File: src/rtl/core/kss_pkg.sv
package kss_pkg;

    localparam int KEEP_COUNT = 10;
    localparam int IDX_W      = (KEEP_COUNT > 1) ? $clog2(KEEP_COUNT) : 1;

    typedef logic signed [31:0] value_t;
    typedef logic [IDX_W-1:0]   slot_idx_t;

    typedef enum logic [1:0] {
        OP_OFFER = 2'd0,
        OP_DUMP  = 2'd1,
        OP_CLEAR = 2'd2
    } opcode_t;

    localparam slot_idx_t LAST_SLOT = IDX_W'(KEEP_COUNT - 1);

    typedef struct packed {
        logic offer;
        logic rotate;
        logic clear;
    } cell_ctrl_t;

endpackage

File: src/rtl/core/kss_cmd_if.sv
interface kss_cmd_if
    import kss_pkg::*;
();
    logic       valid;
    logic       ready;
    logic [1:0] opcode;
    value_t     value;

    modport source (output valid, output opcode, output value, input ready);
    modport sink   (input valid, input opcode, input value, output ready);
endinterface

File: src/rtl/core/kss_res_if.sv
interface kss_res_if
    import kss_pkg::*;
();
    logic   valid;
    logic   ready;
    value_t kept_value;
    logic   valid_res;
    logic   last;

    modport source (output valid, output kept_value, output valid_res, output last,
                    input ready);
    modport sink   (input valid, input kept_value, input valid_res, input last,
                    output ready);
endinterface

File: src/rtl/core/kss_cell.sv
module kss_cell
    import kss_pkg::*;
(
    input  logic       clk,
    input  logic       rst_n,
    input  cell_ctrl_t ctrl,
    input  value_t     offer_value,
    input  logic       prev_take,
    input  value_t     prev_val,
    input  logic       prev_occ,
    input  value_t     next_val,
    input  logic       next_occ,
    output logic       take,
    output value_t     val,
    output logic       occ
);

    value_t val_reg;
    value_t val_next;
    logic   occ_reg;
    logic   occ_next;

    // empty slot or strictly larger holder takes the offer
    assign take = !occ_reg || (offer_value < val_reg);

    always_comb
    begin
        val_next = val_reg;
        occ_next = occ_reg;
        priority if (ctrl.clear)
        begin
            occ_next = 1'b0;
        end
        else if (ctrl.rotate)
        begin
            val_next = next_val;
            occ_next = next_occ;
        end
        else if (ctrl.offer)
        begin
            priority if (prev_take)
            begin
                val_next = prev_val;
                occ_next = prev_occ;
            end
            else if (take)
            begin
                val_next = offer_value;
                occ_next = 1'b1;
            end
        end
    end

    always_ff @(posedge clk or negedge rst_n)
    begin
        if (!rst_n)
        begin
            occ_reg <= 1'b0;
        end
        else
        begin
            occ_reg <= occ_next;
        end
    end

    always_ff @(posedge clk)
    begin
        val_reg <= val_next;
    end

    assign val = val_reg;
    assign occ = occ_reg;

endmodule

File: src/rtl/core/streaming_k_smallest_selector_top.sv
// channel | dir | fields                             | transaction
// cmd     | in  | opcode[1:0], value[31:0]           | offer, dump or clear
// res     | out | kept_value[31:0], valid_res, last  | one slot of a dump
// offer, clear and unused opcode: taken whenever no dump runs, no result
// dump: KEEP_COUNT results, one per cycle, by rotating the cell chain once round
// cmd is held off while a dump rotates; result stalls pause the rotation
// reset clears all occupancy flags and the dump sequencer
module streaming_k_smallest_selector_top
    import kss_pkg::*;
(
    input  logic clk,
    input  logic rst_n,
    kss_cmd_if.sink   cmd,
    kss_res_if.source res
);

    logic                  dumping_reg;
    logic                  dumping_next;
    slot_idx_t             dump_idx_reg;
    slot_idx_t             dump_idx_next;
    logic                  res_valid_reg;
    logic                  res_valid_next;
    value_t                res_value_reg;
    value_t                res_value_next;
    logic                  res_vres_reg;
    logic                  res_vres_next;
    logic                  res_last_reg;
    logic                  res_last_next;

    logic                  cmd_fire;
    logic                  out_free;
    cell_ctrl_t            ctrl;
    logic [KEEP_COUNT-1:0] take_vec;
    logic [KEEP_COUNT-1:0] occ_vec;
    value_t                val_arr [KEEP_COUNT];

    assign cmd.ready = !dumping_reg;
    assign cmd_fire  = cmd.valid && cmd.ready;
    assign out_free  = !res_valid_reg || res.ready;

    assign ctrl.offer  = cmd_fire && (cmd.opcode == OP_OFFER);
    assign ctrl.clear  = cmd_fire && (cmd.opcode == OP_CLEAR);
    assign ctrl.rotate = dumping_reg && out_free;

    for (genvar i = 0; i < KEEP_COUNT; i++)
    begin : g_cell
        kss_cell u_cell (
            .clk         (clk),
            .rst_n       (rst_n),
            .ctrl        (ctrl),
            .offer_value (cmd.value),
            .prev_take   ((i == 0) ? 1'b0 : take_vec[(i == 0) ? 0 : i - 1]),
            .prev_val    (val_arr[(i == 0) ? 0 : i - 1]),
            .prev_occ    ((i == 0) ? 1'b0 : occ_vec[(i == 0) ? 0 : i - 1]),
            .next_val    (val_arr[(i + 1) % KEEP_COUNT]),
            .next_occ    (occ_vec[(i + 1) % KEEP_COUNT]),
            .take        (take_vec[i]),
            .val         (val_arr[i]),
            .occ         (occ_vec[i])
        );
    end

    always_comb
    begin
        dumping_next   = dumping_reg;
        dump_idx_next  = dump_idx_reg;
        res_valid_next = res_valid_reg;
        res_value_next = res_value_reg;
        res_vres_next  = res_vres_reg;
        res_last_next  = res_last_reg;
        if (res.ready)
        begin
            res_valid_next = 1'b0;
        end
        if (ctrl.rotate)
        begin
            res_valid_next = 1'b1;
            res_value_next = occ_vec[0] ? val_arr[0] : '0;
            res_vres_next  = occ_vec[0];
            res_last_next  = (dump_idx_reg == LAST_SLOT);
            if (dump_idx_reg == LAST_SLOT)
            begin
                dumping_next = 1'b0;
            end
            else
            begin
                dump_idx_next = dump_idx_reg + 1'b1;
            end
        end
        if (cmd_fire && (cmd.opcode == OP_DUMP))
        begin
            dumping_next  = 1'b1;
            dump_idx_next = '0;
        end
    end

    always_ff @(posedge clk or negedge rst_n)
    begin
        if (!rst_n)
        begin
            dumping_reg   <= 1'b0;
            dump_idx_reg  <= '0;
            res_valid_reg <= 1'b0;
        end
        else
        begin
            dumping_reg   <= dumping_next;
            dump_idx_reg  <= dump_idx_next;
            res_valid_reg <= res_valid_next;
        end
    end

    always_ff @(posedge clk)
    begin
        res_value_reg <= res_value_next;
        res_vres_reg  <= res_vres_next;
        res_last_reg  <= res_last_next;
    end

    assign res.valid      = res_valid_reg;
    assign res.kept_value = res_value_reg;
    assign res.valid_res  = res_vres_reg;
    assign res.last       = res_last_reg;

`ifndef SYNTH
    // the prefix is rotated out of place while a dump runs
    a_occ_prefix: assert property (@(posedge clk) disable iff (!rst_n)
        !dumping_reg |-> ((occ_vec & (occ_vec + 1'b1)) == '0))
        else $error("occupied cells not a contiguous prefix");

    a_last_ends_dump: assert property (@(posedge clk) disable iff (!rst_n)
        (ctrl.rotate && dump_idx_reg == LAST_SLOT) |=> !dumping_reg)
        else $error("dump sequencer ran past the last slot");

    a_no_update_in_dump: assert property (@(posedge clk) disable iff (!rst_n)
        dumping_reg |-> (!ctrl.offer && !ctrl.clear))
        else $error("chain modified during dump rotation");

    a_clear_empties: assert property (@(posedge clk) disable iff (!rst_n)
        ctrl.clear |=> (occ_vec == '0))
        else $error("clear left occupied cells");

    a_empty_slot_zero: assert property (@(posedge clk) disable iff (!rst_n)
        (res.valid && !res.valid_res) |-> (res.kept_value == '0))
        else $error("empty slot carries a nonzero value");
`endif

endmodule
File: src/flat_wrapper.sv
// flat-port wrapper written by rule: the top's interface ports become plain ports
module streaming_k_smallest_selector_top_flat import kss_pkg::*;
  (clk, rst_n, cmd_valid, cmd_opcode, cmd_value, cmd_ready, res_valid, res_kept_value, res_valid_res, res_last, res_ready);
  kss_cmd_if cmd_i ();
  kss_res_if res_i ();
  input  logic clk;
  input  logic rst_n;
  input wire logic [$bits(cmd_i.valid)-1:0] cmd_valid;
  input wire logic [$bits(cmd_i.opcode)-1:0] cmd_opcode;
  input wire logic [$bits(cmd_i.value)-1:0] cmd_value;
  output wire logic [$bits(cmd_i.ready)-1:0] cmd_ready;
  output wire logic [$bits(res_i.valid)-1:0] res_valid;
  output wire logic [$bits(res_i.kept_value)-1:0] res_kept_value;
  output wire logic [$bits(res_i.valid_res)-1:0] res_valid_res;
  output wire logic [$bits(res_i.last)-1:0] res_last;
  input wire logic [$bits(res_i.ready)-1:0] res_ready;
  assign cmd_i.valid = cmd_valid;
  assign cmd_i.opcode = cmd_opcode;
  assign cmd_i.value = cmd_value;
  assign cmd_ready = cmd_i.ready;
  assign res_valid = res_i.valid;
  assign res_kept_value = res_i.kept_value;
  assign res_valid_res = res_i.valid_res;
  assign res_last = res_i.last;
  assign res_i.ready = res_ready;
  streaming_k_smallest_selector_top u_core (.clk(clk), .rst_n(rst_n), .cmd(cmd_i), .res(res_i));
endmodule
File: config.mk
export PLATFORM = sky130hd
export DESIGN_NAME = streaming_k_smallest_selector_top_flat
export DESIGN_NICKNAME = d
export VERILOG_FILES = /design/src/rtl/core/kss_pkg.sv /design/src/rtl/core/kss_cmd_if.sv /design/src/rtl/core/kss_res_if.sv /design/src/rtl/core/kss_cell.sv /design/src/rtl/core/streaming_k_smallest_selector_top.sv /design/src/flat_wrapper.sv
export SDC_FILE = /design/constraint.sdc
export NUM_CORES = 1
export LEC_CHECK = 0
export ABC_AREA = 1
export BUFFER_PORTS_ARGS = -buffer_cell sky130_fd_sc_hd__buf_4
export CORE_MARGIN = 2
export CORE_UTILIZATION = 35
export DETAILED_ROUTE_END_ITERATION = 10
export SLEW_MARGIN = 10
export SYNTH_ARGS = -nofsm -noshare
export SYNTH_HDL_FRONTEND = slang
export SYNTH_SLANG_ARGS = --single-unit
export TNS_END_PERCENT = 50
File: constraint.sdc
create_clock -name clk -period 9.15 [get_ports clk]
set_clock_uncertainty 0.15 [all_clocks]
set_input_delay 2.2875 -clock clk [delete_from_list [all_inputs] [get_ports clk]]
set_output_delay 2.2875 -clock clk [all_outputs]
set_load 0.1 [all_outputs]
==> reports/metrics.csv <==
stage,metric,value,unit
timing,worst slew pin tran,1.26,ns
clocking,cts bufs inserted,48,
timing,min cycle time layout,6.13,ns
synthesis,Synth top area share,40.3,%
job,max-cap violation count,0,
finish,final core utilization,39.5,%
synthesis,synth cell count leaders,"nand2_1, inv_1, nand3_1, edfxtp_1, ha_1",
power,Clk pwr share,16.3,%
global_routing,initial antenna violation count,0,
synthesis,syn_nets,3671,
setup_path,crit-path max cell delay,0.68,ns
global_routing,first-pass GRT wire length,132000,um
timing,Max Clk Rate,163,MHz
timing,Setup WS post-layout,3.02,ns
clocking,hold buffers post-CTS,0,
clocking,Post-CTS Setup Inserts,0,
detailed_routing,First-pass DRT Iterations,6,
placement,post-DP HPWL,59300,um
setup_path,r2r worst-path depth,14,
synthesis,number of flops mapped to enable cells by yosys,354,
setup_path,CP dominant cell by count,nand2_1,
power,internal power,6.39,mW
status,status,"complete, no violations",
global_routing,vias in the first global route,21800,
timing,period utilization,66.9,%
setup_path,RR Endpoint,u_core.g_cell[8].u_cell.val[17]$_DFFE_PP_,
power,Sw Ratio,49.1,%
clocking,"Clk Latency, worst-skew pair",0.61,ns
setup_path,CP required,9.06,ns
finish,"Area growth, synth to finish",11.5,%
timing,endpoints failing setup,0,
clocking,Clock transition at path regs,0.06,ns
detailed_routing,initial drt markers,2350,
power,Max VDD drop,0.000184,V
placement,pre-CTS WS,2.48,ns
synthesis,"Async S/R FF share, synth",4.32,%
setup_path,R2R setup slack,4.51,ns
detailed_routing,wire per inst,20.0,um
placement,IO buf count,73,
floorplan,DIE AREA,77700,um^2
floorplan,Die X-Extent,279,um
setup_path,CP Capture Type,flip-flop,
power,leakage power,13.9,nW
setup_path,Worst setup SP type,input pin,
power,Net Switching,6.16,mW
finish,ANT cells,0,
finish,share of post-route cells with drive strength above 1,6.37,%
placement,RePlAce Congestion,0.908,
synthesis,Synth Instances,3321,
clocking,Max clock buf depth,3,
synthesis,"Seq/Total Area, Yosys",41.8,%
synthesis,"count leader, synth",nand2_1,
synthesis,synth unique cells,33,
setup_path,"critical path, cell by cell",buf_4 > ha_1 > nand4_1 > inv_1 > nand2_1 > nor4_2 > nand2_1 > nand3_1 > nand2_1 > nor2_4 > buf_4 > nand2_1 > nand2_1 > nand2_2,
global_routing,GR Util All Layers,22.1,%
clocking,number of clock sinks,370,
floorplan,Core ar.,74600,um^2
synthesis,prevailing post-synth register cell,edfxtp_1,
global_routing,gr ovfl total,0,
timing,RSZ-0062 raised after global routing,no,
power,share of power burned in combinational logic,55.1,%
timing,final slew viol count,0,
clocking,TritonCTS clock tree,built,
timing,Final TNS setup,0,ns
detailed_routing,drt drc,0,
finish,fill cell count,7624,
global_routing,largest net degree at the start of global routing,130,
setup_path,Setup crit end,u_core.g_cell[8].u_cell.val[17]$_DFFE_PP_,
finish,Nets,3688,
floorplan,Initial Util,35.4,%
timing,Relative slew margins,16.0,%
synthesis,top post-synthesis cells by area,"edfxtp_1, ha_1, nand2_1, nand3_1, inv_1",
floorplan,Boundary Pins,74,
floorplan,row count,100,
synthesis,mapped cell area,26400,um^2
detailed_routing,via count,23100,
floorplan,Chip Height,279,um
setup_path,CP arrival,6.03,ns
detailed_routing,WL final,86900,um
clocking,H-tree levels,2,
detailed_routing,Vias/cell,5.33,
synthesis,"Avg Cell Area, Syn",7.95,um^2
power,cell area power density,426,nW/um^2
setup_path,FF-to-FF Start,u_core.g_cell[8].u_cell.val[31]$_DFFE_PP_,
synthesis,Seq cells post-synth,370,
timing,final hold vios,0,
detailed_routing,Post-DRT Antenna Nets,0,
setup_path,critical path's slowest cell,nand2_2,
clocking,Root Buffer Master,clkbuf_16,
hold_path,Hold Crit Class,reg2reg,
setup_path,Critical path origin,cmd_value[31],
power,part of the power in registers,28.7,%
setup_path,critical-path maximum fanout,32,
clocking,Resize count post-CTS,0,
synthesis,yosys warns,0,
finish,max reg flops,320,
setup_path,kind of critical path,in2reg,
synthesis,"area leader, netlist",edfxtp_1,
==> area by class of cell <==
class / instances / area [um^2] / share of cell area, %
clock buffers: 57 / 1300 / 4.40
clock inverters: 32 / 373 / 1.27
inverters: 472 / 1780 / 6.04
multi-input cells: 2345 / 13000 / 44.1
flip-flops and latches: 370 / 11000 / 37.5
well taps: 969 / 1210 / 4.12
repair buffers: 101 / 758 / 2.58
==> layout by cell type (no fill, tap or decap), types with 15 or more instances in the layout <==
cell type  Yosys  routed
a21oi_1      164     164
buf_4         10     101
clkbuf_16      0      49
clkinv_1      32      39
dfrtp_1       16      15
edfxtp_1     354     354
ha_1         312     312
inv_1        438     437
nand2_1      973     964
nand3_1      364     356
nand4_1       19      19
nor2_1        86      85
nor3_1        22      22
o21ai_0      253     253
o21ai_1      117     117
==> worst max-delay path, delay by kind of cell <==
family        cells  cell delay [ns]
fa+ha+maj         1             0.49
simple gates     10             2.53
buf+inv           3             0.68
==> power by group through the flow <==
stage                     Combinational (mW)  Clock (mW)  Sequential (mW)
after global routing                    7.68        2.12             3.68
after detailed placement                6.79           0             3.62
final                                   6.91        2.04             3.59
after floorplan                         4.31           0             4.00
after CTS                               6.82        2.06             3.59
after global placement                  6.70           0             3.60
==> cell families after synthesis <==
logic type               Yosys count  synth area share (%)
AND/OR/NAND/NOR                 1483                  23.5
buffers and inverters            606                  9.35
AO/OA/AOI/OAI                    550                  10.6
flip-flops                       370                  41.8
adder cells (fa/ha/maj)          312                  14.8
==> per-stage QoR <==
| step | std cells | cell area, um^2 | hold slack (ns) | total power [mW] |
|---|---|---|---|---|
| floorplan | 3321 | 26400 | 0.273 | 8.30 |
| global placement | 4257 | 27800 | 0.326 | 10.3 |
| detailed placement | 4257 | 27800 | 0.339 | 10.4 |
| CTS | 4346 | 29400 | 0.350 | 12.5 |
| global route | 4346 | 29400 | 0.381 | 13.5 |
| finish | 4346 | 29400 | 0.346 | 12.5 |
==> worst min-delay path by stage <==
stage	to	slack [ns]	from	depth (start not counted)
6_report	u_core.res.valid$_DFFE_PN0P_	0.35	u_core.res.valid$_DFFE_PN0P_	2
3_5_place_dp	u_core.res.valid$_DFFE_PN0P_	0.34	u_core.res.valid$_DFFE_PN0P_	2
4_1_cts	u_core.res.valid$_DFFE_PN0P_	0.35	u_core.res.valid$_DFFE_PN0P_	2
3_3_place_gp	u_core.dumping_reg$_DFFE_PN0P_	0.33	u_core.dumping_reg$_DFFE_PN0P_	2
2_1_floorplan	u_core.res.valid_res$_DFFE_PP_	0.27	u_core.g_cell[0].u_cell.occ$_DFFE_PN0P_	0
5_1_grt	u_core.res.valid$_DFFE_PN0P_	0.38	u_core.res.valid$_DFFE_PN0P_	2
==> routing by layer <==
metal  vias to the layer above  GRT usage [%]  part of all wire (%)
met3                       125           3.45                   7.3
li1                      11200              -                     -
met1                     11000           30.5                    44
met4                         0           6.44                   2.9
met5                         -              0                     0
met2                       846           35.9                    46
No activity file was read; power rests on OpenSTA's default activity.
